File: src/rtl/etpm_pkg.sv
package etpm_pkg;

  // Default number of polynomial coefficients per curve.
  localparam int COEFF_COUNT_DEF = 5;

  // Standard gravity in micro metres per second squared.
  localparam logic [23:0] GRAVITY_MICRO = 24'd9806650;

  // Field and datapath widths.
  localparam int PW       = 24;  // power, Q8.16 kW
  localparam int CW       = 32;  // coefficients and result values
  localparam int QW       = 33;  // quotient bits kept by the dividers
  localparam int ISPG_W   = 40;  // Isp times gravity
  localparam int ISPG2_W  = 80;  // square of Isp times gravity
  localparam int NUMA_W   = 66;  // numerator of the single divider
  localparam int NUMB_W   = 96;  // numerator of the squared divider

  typedef logic signed [CW-1:0] coef_t;

  localparam coef_t SAT_MAX = 32'sh7FFF_FFFF;
  localparam coef_t SAT_MIN = 32'sh8000_0000;

  // Input item kinds.
  typedef enum logic {
    CMD_EVAL = 1'b0,
    CMD_LOAD = 1'b1
  } cmd_t;

  // Thrust model codes; any other code is fixed efficiency.
  localparam logic [1:0] MODEL_POLY  = 2'd0;
  localparam logic [1:0] MODEL_CONST = 2'd1;

  // Configuration register indexes.
  localparam logic [2:0] CFG_THRUST_MODEL    = 3'd0;
  localparam logic [2:0] CFG_MAX_POWER       = 3'd1;
  localparam logic [2:0] CFG_MIN_POWER       = 3'd2;
  localparam logic [2:0] CFG_EFFICIENCY      = 3'd3;
  localparam logic [2:0] CFG_ISP             = 3'd4;
  localparam logic [2:0] CFG_CONST_THRUST    = 3'd5;
  localparam logic [2:0] CFG_DUTY_CYCLE      = 3'd6;
  localparam logic [2:0] CFG_THRUST_SCALE    = 3'd7;

  // Reset values of the configuration registers.
  localparam logic [1:0]  RST_THRUST_MODEL = 2'd0;
  localparam logic [23:0] RST_MAX_POWER    = 24'd476185;
  localparam logic [23:0] RST_MIN_POWER    = 24'd41812;
  localparam logic [15:0] RST_EFFICIENCY   = 16'd45875;
  localparam logic [15:0] RST_ISP          = 16'd4200;
  localparam logic [30:0] RST_CONST_THRUST = 31'd15532032;
  localparam logic [16:0] RST_DUTY_CYCLE   = 17'd65536;
  localparam logic [23:0] RST_THRUST_SCALE = 24'd65536;

  // Default curve coefficients, c0 first.
  localparam coef_t THRUST_DEF [5] = '{-32'sd340186, 32'sd194327, -32'sd948889,
                                       32'sd3542471, -32'sd66};
  localparam coef_t FLOW_DEF [5]   = '{-32'sd313, 32'sd3747, -32'sd6525,
                                       32'sd2104, 32'sd140104};

  // Control flags that travel beside the data.
  typedef struct packed {
    logic valid;
    logic zero;
    logic below;
    logic clamped;
  } ctl_t;

  // Reset value of one word of the coefficient table.
  function automatic coef_t coef_reset(input int idx, input int cc);
    coef_t v;
    int    j;
    v = '0;
    j = (idx < cc) ? idx : idx - cc;
    if (j < 5) begin
      v = (idx < cc) ? THRUST_DEF[j] : FLOW_DEF[j];
    end
    return v;
  endfunction

  // Turns twice the quotient into a rounded, saturated value.
  function automatic coef_t finish_round(input logic [QW-1:0] q2, input logic sat);
    logic [QW-1:0] v;
    v = (q2 >> 1) + QW'(q2[0]);
    if (sat || v > QW'(SAT_MAX)) begin
      return SAT_MAX;
    end
    return coef_t'(v[CW-1:0]);
  endfunction

endpackage

File: src/rtl/etpm_div_cell.sv
module etpm_div_cell #(
  parameter int DW  = 40,
  parameter int BIT = 0
) (
  input  logic                    clk,
  input  logic                    en,
  input  logic [DW-1:0]           d_i,
  input  logic [etpm_pkg::QW-1:0] num_i,
  input  logic [DW-1:0]           rem_i,
  input  logic [etpm_pkg::QW-1:0] q_i,
  input  logic                    sat_i,
  output logic [etpm_pkg::QW-1:0] num_o,
  output logic [DW-1:0]           rem_o,
  output logic [etpm_pkg::QW-1:0] q_o,
  output logic                    sat_o
);

  logic [DW:0]               trial;
  logic [DW:0]               diff;
  logic                      ge;
  logic [etpm_pkg::QW-1:0]   q_nxt;

  // Restoring step: bring in one numerator bit and try the subtraction.
  assign trial = {rem_i, num_i[BIT]};
  assign diff  = trial - {1'b0, d_i};
  assign ge    = trial >= {1'b0, d_i};

  // The quotient so far with this cell's bit filled in.
  always_comb begin
    q_nxt      = q_i;
    q_nxt[BIT] = ge;
  end

  always_ff @(posedge clk) begin
    if (en) begin
      num_o      <= num_i;
      rem_o      <= ge ? diff[DW-1:0] : trial[DW-1:0];
      q_o        <= q_nxt;
      sat_o      <= sat_i;
    end
  end

endmodule

File: config.mk
export PLATFORM = sky130hd
export DESIGN_NAME = etpm_div_cell
export DESIGN_NICKNAME = d
export VERILOG_FILES = /design/src/rtl/etpm_pkg.sv /design/src/rtl/etpm_div_cell.sv
export SDC_FILE = /design/constraint.sdc
export NUM_CORES = 1
export LEC_CHECK = 0
export BUFFER_PORTS_ARGS = -buffer_cell sky130_fd_sc_hd__buf_2
export CAP_MARGIN = 20
export CORE_MARGIN = 4
export CORE_UTILIZATION = 34
export DETAILED_ROUTE_END_ITERATION = 8
export GPL_ROUTABILITY_DRIVEN = 0
export MAX_ROUTING_LAYER = met4
export PLACE_DENSITY = 0.71
export REMOVE_ABC_BUFFERS = 1
export SETUP_SLACK_MARGIN = 0.5
export SYNTH_ARGS = -nofsm -noshare
export SYNTH_HDL_FRONTEND = slang
export SYNTH_SLANG_ARGS = --single-unit
export TNS_END_PERCENT = 50
File: constraint.sdc
create_clock -name clk -period 3.2 [get_ports clk]
set_input_delay 0.32 -clock clk [delete_from_list [all_inputs] [get_ports clk]]
set_output_delay 0.32 -clock clk [all_outputs]
set_load 0.05 [all_outputs]
==> results of run 1 <==
-- worst paths after layout --
check	slack, ps	from	to	cells after the start
min	130	q_i[6]	q_o[6]	1
max	620	d_i[27]	rem_o[35]	12
-- Yosys cell counts (5+ instances only) --
library cell                 n
sky130_fd_sc_hd__edfxtp_1  107
sky130_fd_sc_hd__a31oi_1     5
sky130_fd_sc_hd__nand4_1    15
sky130_fd_sc_hd__clkbuf_1   14
sky130_fd_sc_hd__a21o_1     11
sky130_fd_sc_hd__o21ai_0    52
sky130_fd_sc_hd__nand3_1    11
sky130_fd_sc_hd__xnor2_1    19
sky130_fd_sc_hd__buf_2       5
sky130_fd_sc_hd__xor2_1     15
sky130_fd_sc_hd__nand2_1    71
sky130_fd_sc_hd__inv_1      51
sky130_fd_sc_hd__o211ai_1    5
sky130_fd_sc_hd__nor4_1      5
sky130_fd_sc_hd__nor2_1     28
sky130_fd_sc_hd__o21bai_1    5
sky130_fd_sc_hd__o21a_1      8
sky130_fd_sc_hd__nor2b_1     7
sky130_fd_sc_hd__o21ai_1     5
sky130_fd_sc_hd__ha_1       40
sky130_fd_sc_hd__a21oi_1    41
-- layer usage --
layer  global-route usage (%)  share of wire [%]  vias up
li1                         -                  -     2738
met1                     21.8                 42     2544
met2                     29.0                 48      179
met3                     3.48                7.9       18
met4                     6.33                1.7        0
met5                        -                  0        -
-- timing repair --
item,in CTS,in global routing
pin swaps,1,2
buffers inserted,0,4
endpoints found under the setup margin,3,40
resized for setup,0,3
endpoints found under the hold margin,0,0
-- kinds of logic (layout without fill, tap and decap cells) --
family	count (synthesis)	after routing	synth area share, %
mux	6	6	0.983
buf+inv	80	347	5.70
compound gates	174	174	17.7
flops	107	107	50.5
other cells	0	1	0
simple gates	161	161	12.2
xor+xnor	34	34	4.68
fa+ha+maj	41	41	8.18
-- through the flow --
step / hold WS, ps / total power, mW / TNS [ps] / cells
final: 127 / 4.43 / 0 / 1100
after CTS: 111 / 4.47 / 0 / 1095
after floorplan: 419 / 2.87 / -27510 / 575
after global routing: 107 / 4.66 / 0 / 1100
after detailed placement: 498 / 3.32 / 0 / 1079
after global placement: 497 / 3.30 / 0 / 1079
-- registers in the layout, summed over array words and instances, names as in the netlist --
signal / flops
num_o: 33
q_o: 33
rem_o: 40
sat_o: 1
-- power breakdown --
part / total (mW) / internal [mW] / switching [mW]
registers: 1.76 / 1.73 / 0.0334
logic: 1.53 / 0.455 / 1.07
clock network: 1.14 / 0.558 / 0.585
total: 4.43 / 2.74 / 1.69
-- final cells by class --
| class | count | area (um^2) | area share [%] |
|---|---|---|---|
| repair buffers | 279 | 1490 | 17.9 |
| multi-input cells | 416 | 2810 | 33.9 |
| well taps | 229 | 287 | 3.45 |
| inverters | 52 | 195 | 2.35 |
| clock buffers | 9 | 225 | 2.71 |
| clock inverters | 7 | 80.1 | 0.965 |
| flip-flops and latches | 107 | 3210 | 38.7 |
| diodes | 1 | 2.50 | 0.0301 |
==> metrics, run 1 <==
result of the run=finished, final reports clean; fraction of final layout cells sized beyond drive strength 1=36.3%; post-route cell area=8300 um^2; Period minus WS final=around 2600 ps; post-DR wirelength/cell=~17 um; Worst Path Buf+Inv=4; number of nets in the final layout=about 1100; number of global-route vias before repair=5469; portion of the post-synthesis area used by sequential elements=50.5%; synth unique cells=66; achievable clock frequency=between 300 and 400 MHz; detailed-route wire length=18600 um; maximum clock path buffer count=2; first-pass GRT wire length=28200 um; number of buffers inserted during clock tree synthesis=9; standard cell area after detailed placement=between 7000 and 8000 um^2; mapped cell area=about 6400 um^2; minimum setup slack after placement=approximately 100 ps; via count=approximately 5500; Synth async-reset ratio=0%; share of the clock period used by the worst path after layout=approximately four fifths; CTS tree=yes; data arrival time of the critical path=around 2800 ps; Max VDD drop=~250 uV; top fanout value on the critical path=10; number of buffers inserted for hold repair after clock tree synthesis=0; largest net degree at the start of global routing=57; CP max-delay cell=sky130_fd_sc_hd__ha_1; global route overflow=0; Static Leak=3.73 nW; cells along the critical path=buf_2 > inv_1 > ha_1 > nand4_2 > nor3_2 > and3_1 > a31oi_1 > o21ai_2 > a31oi_4 > buf_4 > buf_4 > o41ai_2; synth warn=0; Most used DFF post-synth=sky130_fd_sc_hd__edfxtp_1; core area=between 15000 and 20000 um^2; cell type with the highest aggregate area in the netlist=sky130_fd_sc_hd__edfxtp_1; All-Layer GR Usage=around 18%; Row Count=between 40 and 50; total of fill cells in the finished design=1774; leading cell type in the layout, fill and taps excluded=sky130_fd_sc_hd__buf_2; number of placed I/O pins=roughly 260; final hold vios=0; DRC Markers=0; final setup violating endpoints=0; post-synthesis average cell area=between 10 and 15 um^2; height of the chip=roughly 140 um; HPWL after detailed placement=between 10000 and 15000 um; number of register bits inferred by synthesis=107; Vias/cell=~5; category of the worst setup path capture point=flop; class of the tightest hold or removal check=in2reg; area of the die=around 21000 um^2; startpoint kind of the worst setup timing path=input port; synth-to-layout area growth=30.5%; drt initial violations=between 200 and 300; H-tree Lvls=3; clock slew at reported path FFs=about 80 ps; Setup Crit Path Kind=in2reg; number of standard cells after synthesis=603; end-of-flow core utilization=45.6%; floorplan die width=145 um; TritonRoute pass-1 iters=6; Maximum Capacitance Violations=0; clock sink count=between 100 and 150; antenna violations before repair=1; delay of the slowest cell on the worst path=around 410 ps; final number of max-transition violations=0; transition time at the pin with the least slew margin=758 ps; top-area cell type share of the netlist area=50.5%; unrepaired setup endpoints after global routing=yes; cell types with the largest area share after synthesis=sky130_fd_sc_hd__edfxtp_1 51%, sky130_fd_sc_hd__ha_1 7.9%, sky130_fd_sc_hd__nand2_1 4.2%; input/output buffers=approximately 250; Post-synth EDFFs=~110; cell repeated most along the worst path=sky130_fd_sc_hd__buf_4; crit path setup slack, layout=617 ps; critical path's top delay family=simple AND/OR/NAND/NOR gates; most frequent cells in the layout=253 x sky130_fd_sc_hd__buf_2, 107 x sky130_fd_sc_hd__edfxtp_1, 71 x sky130_fd_sc_hd__nand2_1; initial core utilization=about a third; worst slew margin relative to its limit=about half; critical path data required time=approximately 3400 ps; power density over cell area=approximately 530 nW/um^2; Antenna Violating Nets Remaining=0; root cell of the clock tree=sky130_fd_sc_hd__clkbuf_16
Power figures use the tool's default switching activity.
==> run 2: changes to the inputs <==
- clock period: 3.2 -> 2.4 ns (I/O delays scaled with it)
==> run 2 against run 1 <==
  * Sequential power rose by 34%
  * Clock power rose by 36%
  * Critical path depth fell by 1
  * First-iteration DRC count rose by 56%
  * Highest routed layer unchanged
==> metrics, run 2 (synthesized netlist as in run 1, its figures left out) <==
All-Layer GR Usage=about 20%; global route overflow=0; Row Count=49; final number of max-transition violations=0; worst slew margin relative to its limit=63.3%; synth-to-layout area growth=65.6%; via count=roughly 6400; total placed cells including tap cells=~1200; number of placed I/O pins=roughly 260; maximum clock path buffer count=2; height of the chip=about 140 um; HPWL after detailed placement=between 15000 and 20000 um; antenna diode count=0; clock slew at reported path FFs=90 ps; Static Leak=4.63 nW; P_int=about 4.1 mW; share of the clock period used by the worst path after layout=between 90% and 100%; total of fill cells in the finished design=between 1000 and 1500; Largest regs=rem_o (40), num_o (33), q_o (33); minimum setup slack after placement=-419 ps; largest net degree at the start of global routing=38; final total power=~6.7 mW; drt initial violations=466; end-of-flow core utilization=57.9%; hold slack final=51.5 ps; crit path setup slack, layout=about 200 ps; first-pass GRT wire length=~32000 um; number of global-route vias before repair=6213; accumulated negative setup slack=0 ps; category of the worst setup path capture point=flop; flip-flop count of the largest register, all copies and words added=40; clock sink count=107; post-DR wirelength/cell=17.9 um; Period minus WS final=around 2200 ps; critical path data required time=2520 ps; top fanout value on the critical path=6; startpoint kind of the worst setup timing path=input port; core area=between 15000 and 20000 um^2; initial core utilization=about a third; detailed-route wire length=roughly 22000 um; CTS tree=yes; H-tree Lvls=3; transition time at the pin with the least slew margin=roughly 550 ps; number of buffers inserted during clock tree synthesis=9; result of the run=finished, final reports clean; final hold vios=0; antenna violations before repair=0; leading cell type in the layout, fill and taps excluded=sky130_fd_sc_hd__buf_2; number of nets in the final layout=between 1000 and 1500; DRC Markers=0; data arrival time of the critical path=about 2300 ps; floorplan die width=about 140 um; standard cell area after detailed placement=between 8000 and 9000 um^2; TritonRoute pass-1 iters=5; Max VDD drop=roughly 320 uV; power density over cell area=around 630 nW/um^2; share of power burned in combinational logic=between 40 and 50%; achievable clock frequency=~460 MHz; Post-Layout Cell Count=1244; most frequent cells in the layout=237 x sky130_fd_sc_hd__buf_2, 151 x sky130_fd_sc_hd__buf_4, 107 x sky130_fd_sc_hd__edfxtp_1; net load switching power=between 2 and 3 mW; switching power as a share of total power=a little under two fifths; Vias/cell=5.15; input/output buffers=approximately 250; class of the tightest hold or removal check=in2reg; fraction of power consumed by the clock network=between 20% and 30%; Maximum Capacitance Violations=0; Antenna Violating Nets Remaining=0; Setup Crit Path Kind=in2reg; area of the die=approximately 21000 um^2; post-route cell area=roughly 11000 um^2; register with the most flip-flops=rem_o; fraction of final layout cells sized beyond drive strength 1=about 58%; final setup violating endpoints=0; unrepaired setup endpoints after global routing=yes; Flop pwr share=between 30% and 40%; root cell of the clock tree=sky130_fd_sc_hd__clkbuf_16
[run 2: cell types whose count changed in the layout (fill, tap and decap cells not counted), moves of 14 or more]
cell                      previous run  this run
sky130_fd_sc_hd__ha_4                0        29
sky130_fd_sc_hd__ha_1               40         9
sky130_fd_sc_hd__buf_2             253       237
sky130_fd_sc_hd__buf_6               0        22
sky130_fd_sc_hd__nand2_1            71        57
sky130_fd_sc_hd__o21ai_0            52        36
sky130_fd_sc_hd__buf_4              24       151
sky130_fd_sc_hd__o21ai_2             1        15
sky130_fd_sc_hd__inv_1              51        33
sky130_fd_sc_hd__a21oi_1            40        24
sky130_fd_sc_hd__inv_2               1        15
[run 2: metal layers]
layer  vias up  global-route usage [%]  wire length [um]
met3        44                    3.45              1630
met1      3058                    24.8              9090
met2       276                    33.3             11000
li1       3029                       -                 -
met5         -                       -                 0
met4         0                    5.79               536
[run 2: final cells by class]
cell class | count | area (um^2) | share of cell area, %
timing repair buffer | 424 | 2860 | 27.1
inverter | 52 | 205 | 1.95
tap | 229 | 287 | 2.72
clock inverter | 7 | 80.1 | 0.760
multi-input combinational | 416 | 3670 | 34.8
clock buffer | 9 | 225 | 2.14
sequential | 107 | 3210 | 30.5
[run 2: power by group through the flow]
stage	Combinational, mW	Clock, mW	Sequential, mW
2_1_floorplan	0.693	0	3.13
3_3_place_gp	2.27	0	2.40
3_5_place_dp	2.29	0	2.40
4_1_cts	2.52	1.58	2.36
5_1_grt	2.92	1.65	2.38
6_report	2.75	1.55	2.36
[run 2: worst paths after layout]
kind / start / endpoint / slack, ps / depth (start not counted)
setup / recovery: d_i[22] / rem_o[21] / 200 / 11
hold / removal: num_i[6] / num_o[6] / 50 / 1
[run 2: critical path: stages]
cell	delay [ps]
sky130_fd_sc_hd__buf_2	100
sky130_fd_sc_hd__inv_2	70
sky130_fd_sc_hd__ha_4	220
sky130_fd_sc_hd__a21oi_4	150
sky130_fd_sc_hd__o211ai_1	170
sky130_fd_sc_hd__a41o_1	310
sky130_fd_sc_hd__a21oi_4	170
sky130_fd_sc_hd__o21ai_2	100
sky130_fd_sc_hd__a31oi_4	300
sky130_fd_sc_hd__buf_12	190
sky130_fd_sc_hd__mux2_4	300
[run 2: timing repair]
item	in CTS	in global routing
hold buffers	0	0
gates cloned	1	4
setup buffers	8	11
setup endpoints to repair	41	41
resized for setup	125	100
pin swaps	45	46
==> run 3: changes to the inputs <==
- CORE_MARGIN: 4 -> unset
- CTS_CLUSTER_SIZE: unset -> 30
- PLACE_DENSITY: 0.71 -> 0.58
==> run 3 against run 2 <==
  * Setup slack got worse by 26 ps
  * Critical path type unchanged
  * Die area fell by 8.1%
  * Wire length is 7.6% lower
  * Clock-buffer cell count grew 1
  * Non-clock buffer count is 15 higher
  * The flow now finishes with violations (DRC)
  * Fmax is 1.2% lower
  * First-iteration DRC count decreased by 18%
==> metrics, run 3 (synthesized netlist as in run 1, its figures left out) <==
area of the die=19300 um^2; DRC Markers=25; first-pass GRT wire length=approximately 31000 um; Vias/cell=a little under 5; end-of-flow core utilization=about 57%; largest net degree at the start of global routing=45; final total power=6.50 mW; Max VDD drop=approximately 290 uV; floorplan die width=between 100 and 150 um; leading cell type in the layout, fill and taps excluded=sky130_fd_sc_hd__buf_2; post-DR wirelength/cell=16.3 um; transition time at the pin with the least slew margin=430 ps; result of the run=complete, but fails checks; clock sink count=~110; total area of multi-input combinational cells=around 3500 um^2; number of buffers inserted for hold repair after clock tree synthesis=0; Row Count=slightly below 50; unrepaired setup endpoints after global routing=yes; failing checks=DRC; final hold vios=0; detailed-route wire length=20600 um; height of the chip=139 um; All-Layer GR Usage=about a fifth; number of global-route vias before repair=around 6000; power density over cell area=624 nW/um^2; final number of max-transition violations=0; global route overflow=0; number of buffers inserted during clock tree synthesis=9; Largest regs=rem_o (40), num_o (33), q_o (33); top fanout value on the critical path=4; post-route cell area=between 10000 and 15000 um^2; met1 usage in global routing=between 20% and 30%; via count=~6200; H-tree Lvls=3; last element of the critical path=rem_o[34]; most frequent cells in the layout=240 x sky130_fd_sc_hd__buf_2, 164 x sky130_fd_sc_hd__buf_4, 107 x sky130_fd_sc_hd__edfxtp_1; number of placed I/O pins=roughly 260; met3 Use GR=4.07%; critical path data required time=roughly 2500 ps; worst slew margin relative to its limit=between 70% and 80%; startpoint kind of the worst setup timing path=input port; synth-to-layout area growth=63.8%; register with the most flip-flops=rem_o; HPWL after detailed placement=roughly 15000 um; hold slack final=approximately 55 ps; final setup violating endpoints=0; antenna violations before repair=2; category of the worst setup path capture point=flop; CTS tree=yes; clock slew at reported path FFs=approximately 90 ps; maximum clock path buffer count=2; Post-Layout Cell Count=~1300; fraction of final layout cells sized beyond drive strength 1=a little under three fifths; root cell of the clock tree=sky130_fd_sc_hd__clkbuf_16; most utilized layer in the global route result=met2; Period minus WS final=2220 ps; standard cell area after detailed placement=roughly 9000 um^2; Static Leak=between 4 and 5 nW; initial core utilization=roughly a third; Setup Crit Path Kind=in2reg; drt initial violations=about 380; GR met2 Demand/Resource=36.2%; TritonRoute pass-1 iters=7; data arrival time of the critical path=~2300 ps; core area=approximately 18000 um^2; achievable clock frequency=about 450 MHz; flip-flop count of the largest register, all copies and words added=40; beginning of the critical path=d_i[14]; number of nets in the final layout=1215; Antenna Violating Nets Remaining=0; class of the tightest hold or removal check=in2reg; total placed cells including tap cells=around 1200; Seq. cell area=about 3200 um^2; total of fill cells in the finished design=around 1600; share of the clock period used by the worst path after layout=approximately 90%; input/output buffers=about 250; Maximum Capacitance Violations=0
## run 3: repair_timing
item,4_1_cts,5_1_grt
pin swaps,28,34
endpoints found under the setup margin,41,41
gates cloned,0,3
resized for setup,108,78
buffers inserted,12,15
## run 3: worst max-delay path, cell delays in order
cell	delay (ps)
sky130_fd_sc_hd__buf_6	90
sky130_fd_sc_hd__inv_2	60
sky130_fd_sc_hd__ha_4	210
sky130_fd_sc_hd__buf_12	120
sky130_fd_sc_hd__a21oi_4	130
sky130_fd_sc_hd__o21ai_2	80
sky130_fd_sc_hd__or3_1	360
sky130_fd_sc_hd__a21oi_2	180
sky130_fd_sc_hd__o21ai_2	100
sky130_fd_sc_hd__a31oi_4	160
sky130_fd_sc_hd__buf_4	150
sky130_fd_sc_hd__clkbuf_16	130
sky130_fd_sc_hd__mux2_2	320
## run 3: power breakdown
part           internal [mW]  switching, mW
clock network          0.729          0.741
logic                   1.05           1.62
registers               2.31         0.0557
total                   4.08           2.42
## run 3: cell type report
class / instances / share of cell area, %
clock buffer: 10 / 2.20
clock inverter: 6 / 0.552
inverter: 52 / 1.97
sequential: 107 / 30.8
multi-input combinational: 416 / 33.7
tap: 229 / 2.75
timing repair buffer: 439 / 28.0
antenna: 2 / 0.0480
## run 3: how the worst min path moves through the flow
| stage | from | to | slack [ps] | cells past startpoint |
|---|---|---|---|---|
| 2_1_floorplan | num_i[0] | num_o[0] | 340 | 0 |
| 3_3_place_gp | q_i[11] | q_o[11] | 420 | 1 |
| 3_5_place_dp | q_i[22] | q_o[22] | 420 | 1 |
| 4_1_cts | q_i[19] | q_o[19] | 50 | 1 |
| 5_1_grt | sat_i | sat_o | 40 | 1 |
| 6_report | num_i[0] | num_o[0] | 50 | 1 |
## run 3: routing by layer
layer | wire (um) | share of wire [%]
met1 | 8640 | 42
met2 | 10600 | 51
met3 | 1160 | 5.6
met4 | 222 | 1.1
met5 | 0 | 0
## run 3: through the flow
stage | setup slack, ps | TNS (ps)
2_1_floorplan | -1530 | -57030
3_3_place_gp | -416 | -12900
3_5_place_dp | -440 | -13640
4_1_cts | 231 | 0
5_1_grt | 81.1 | 0
6_report | 178 | 0
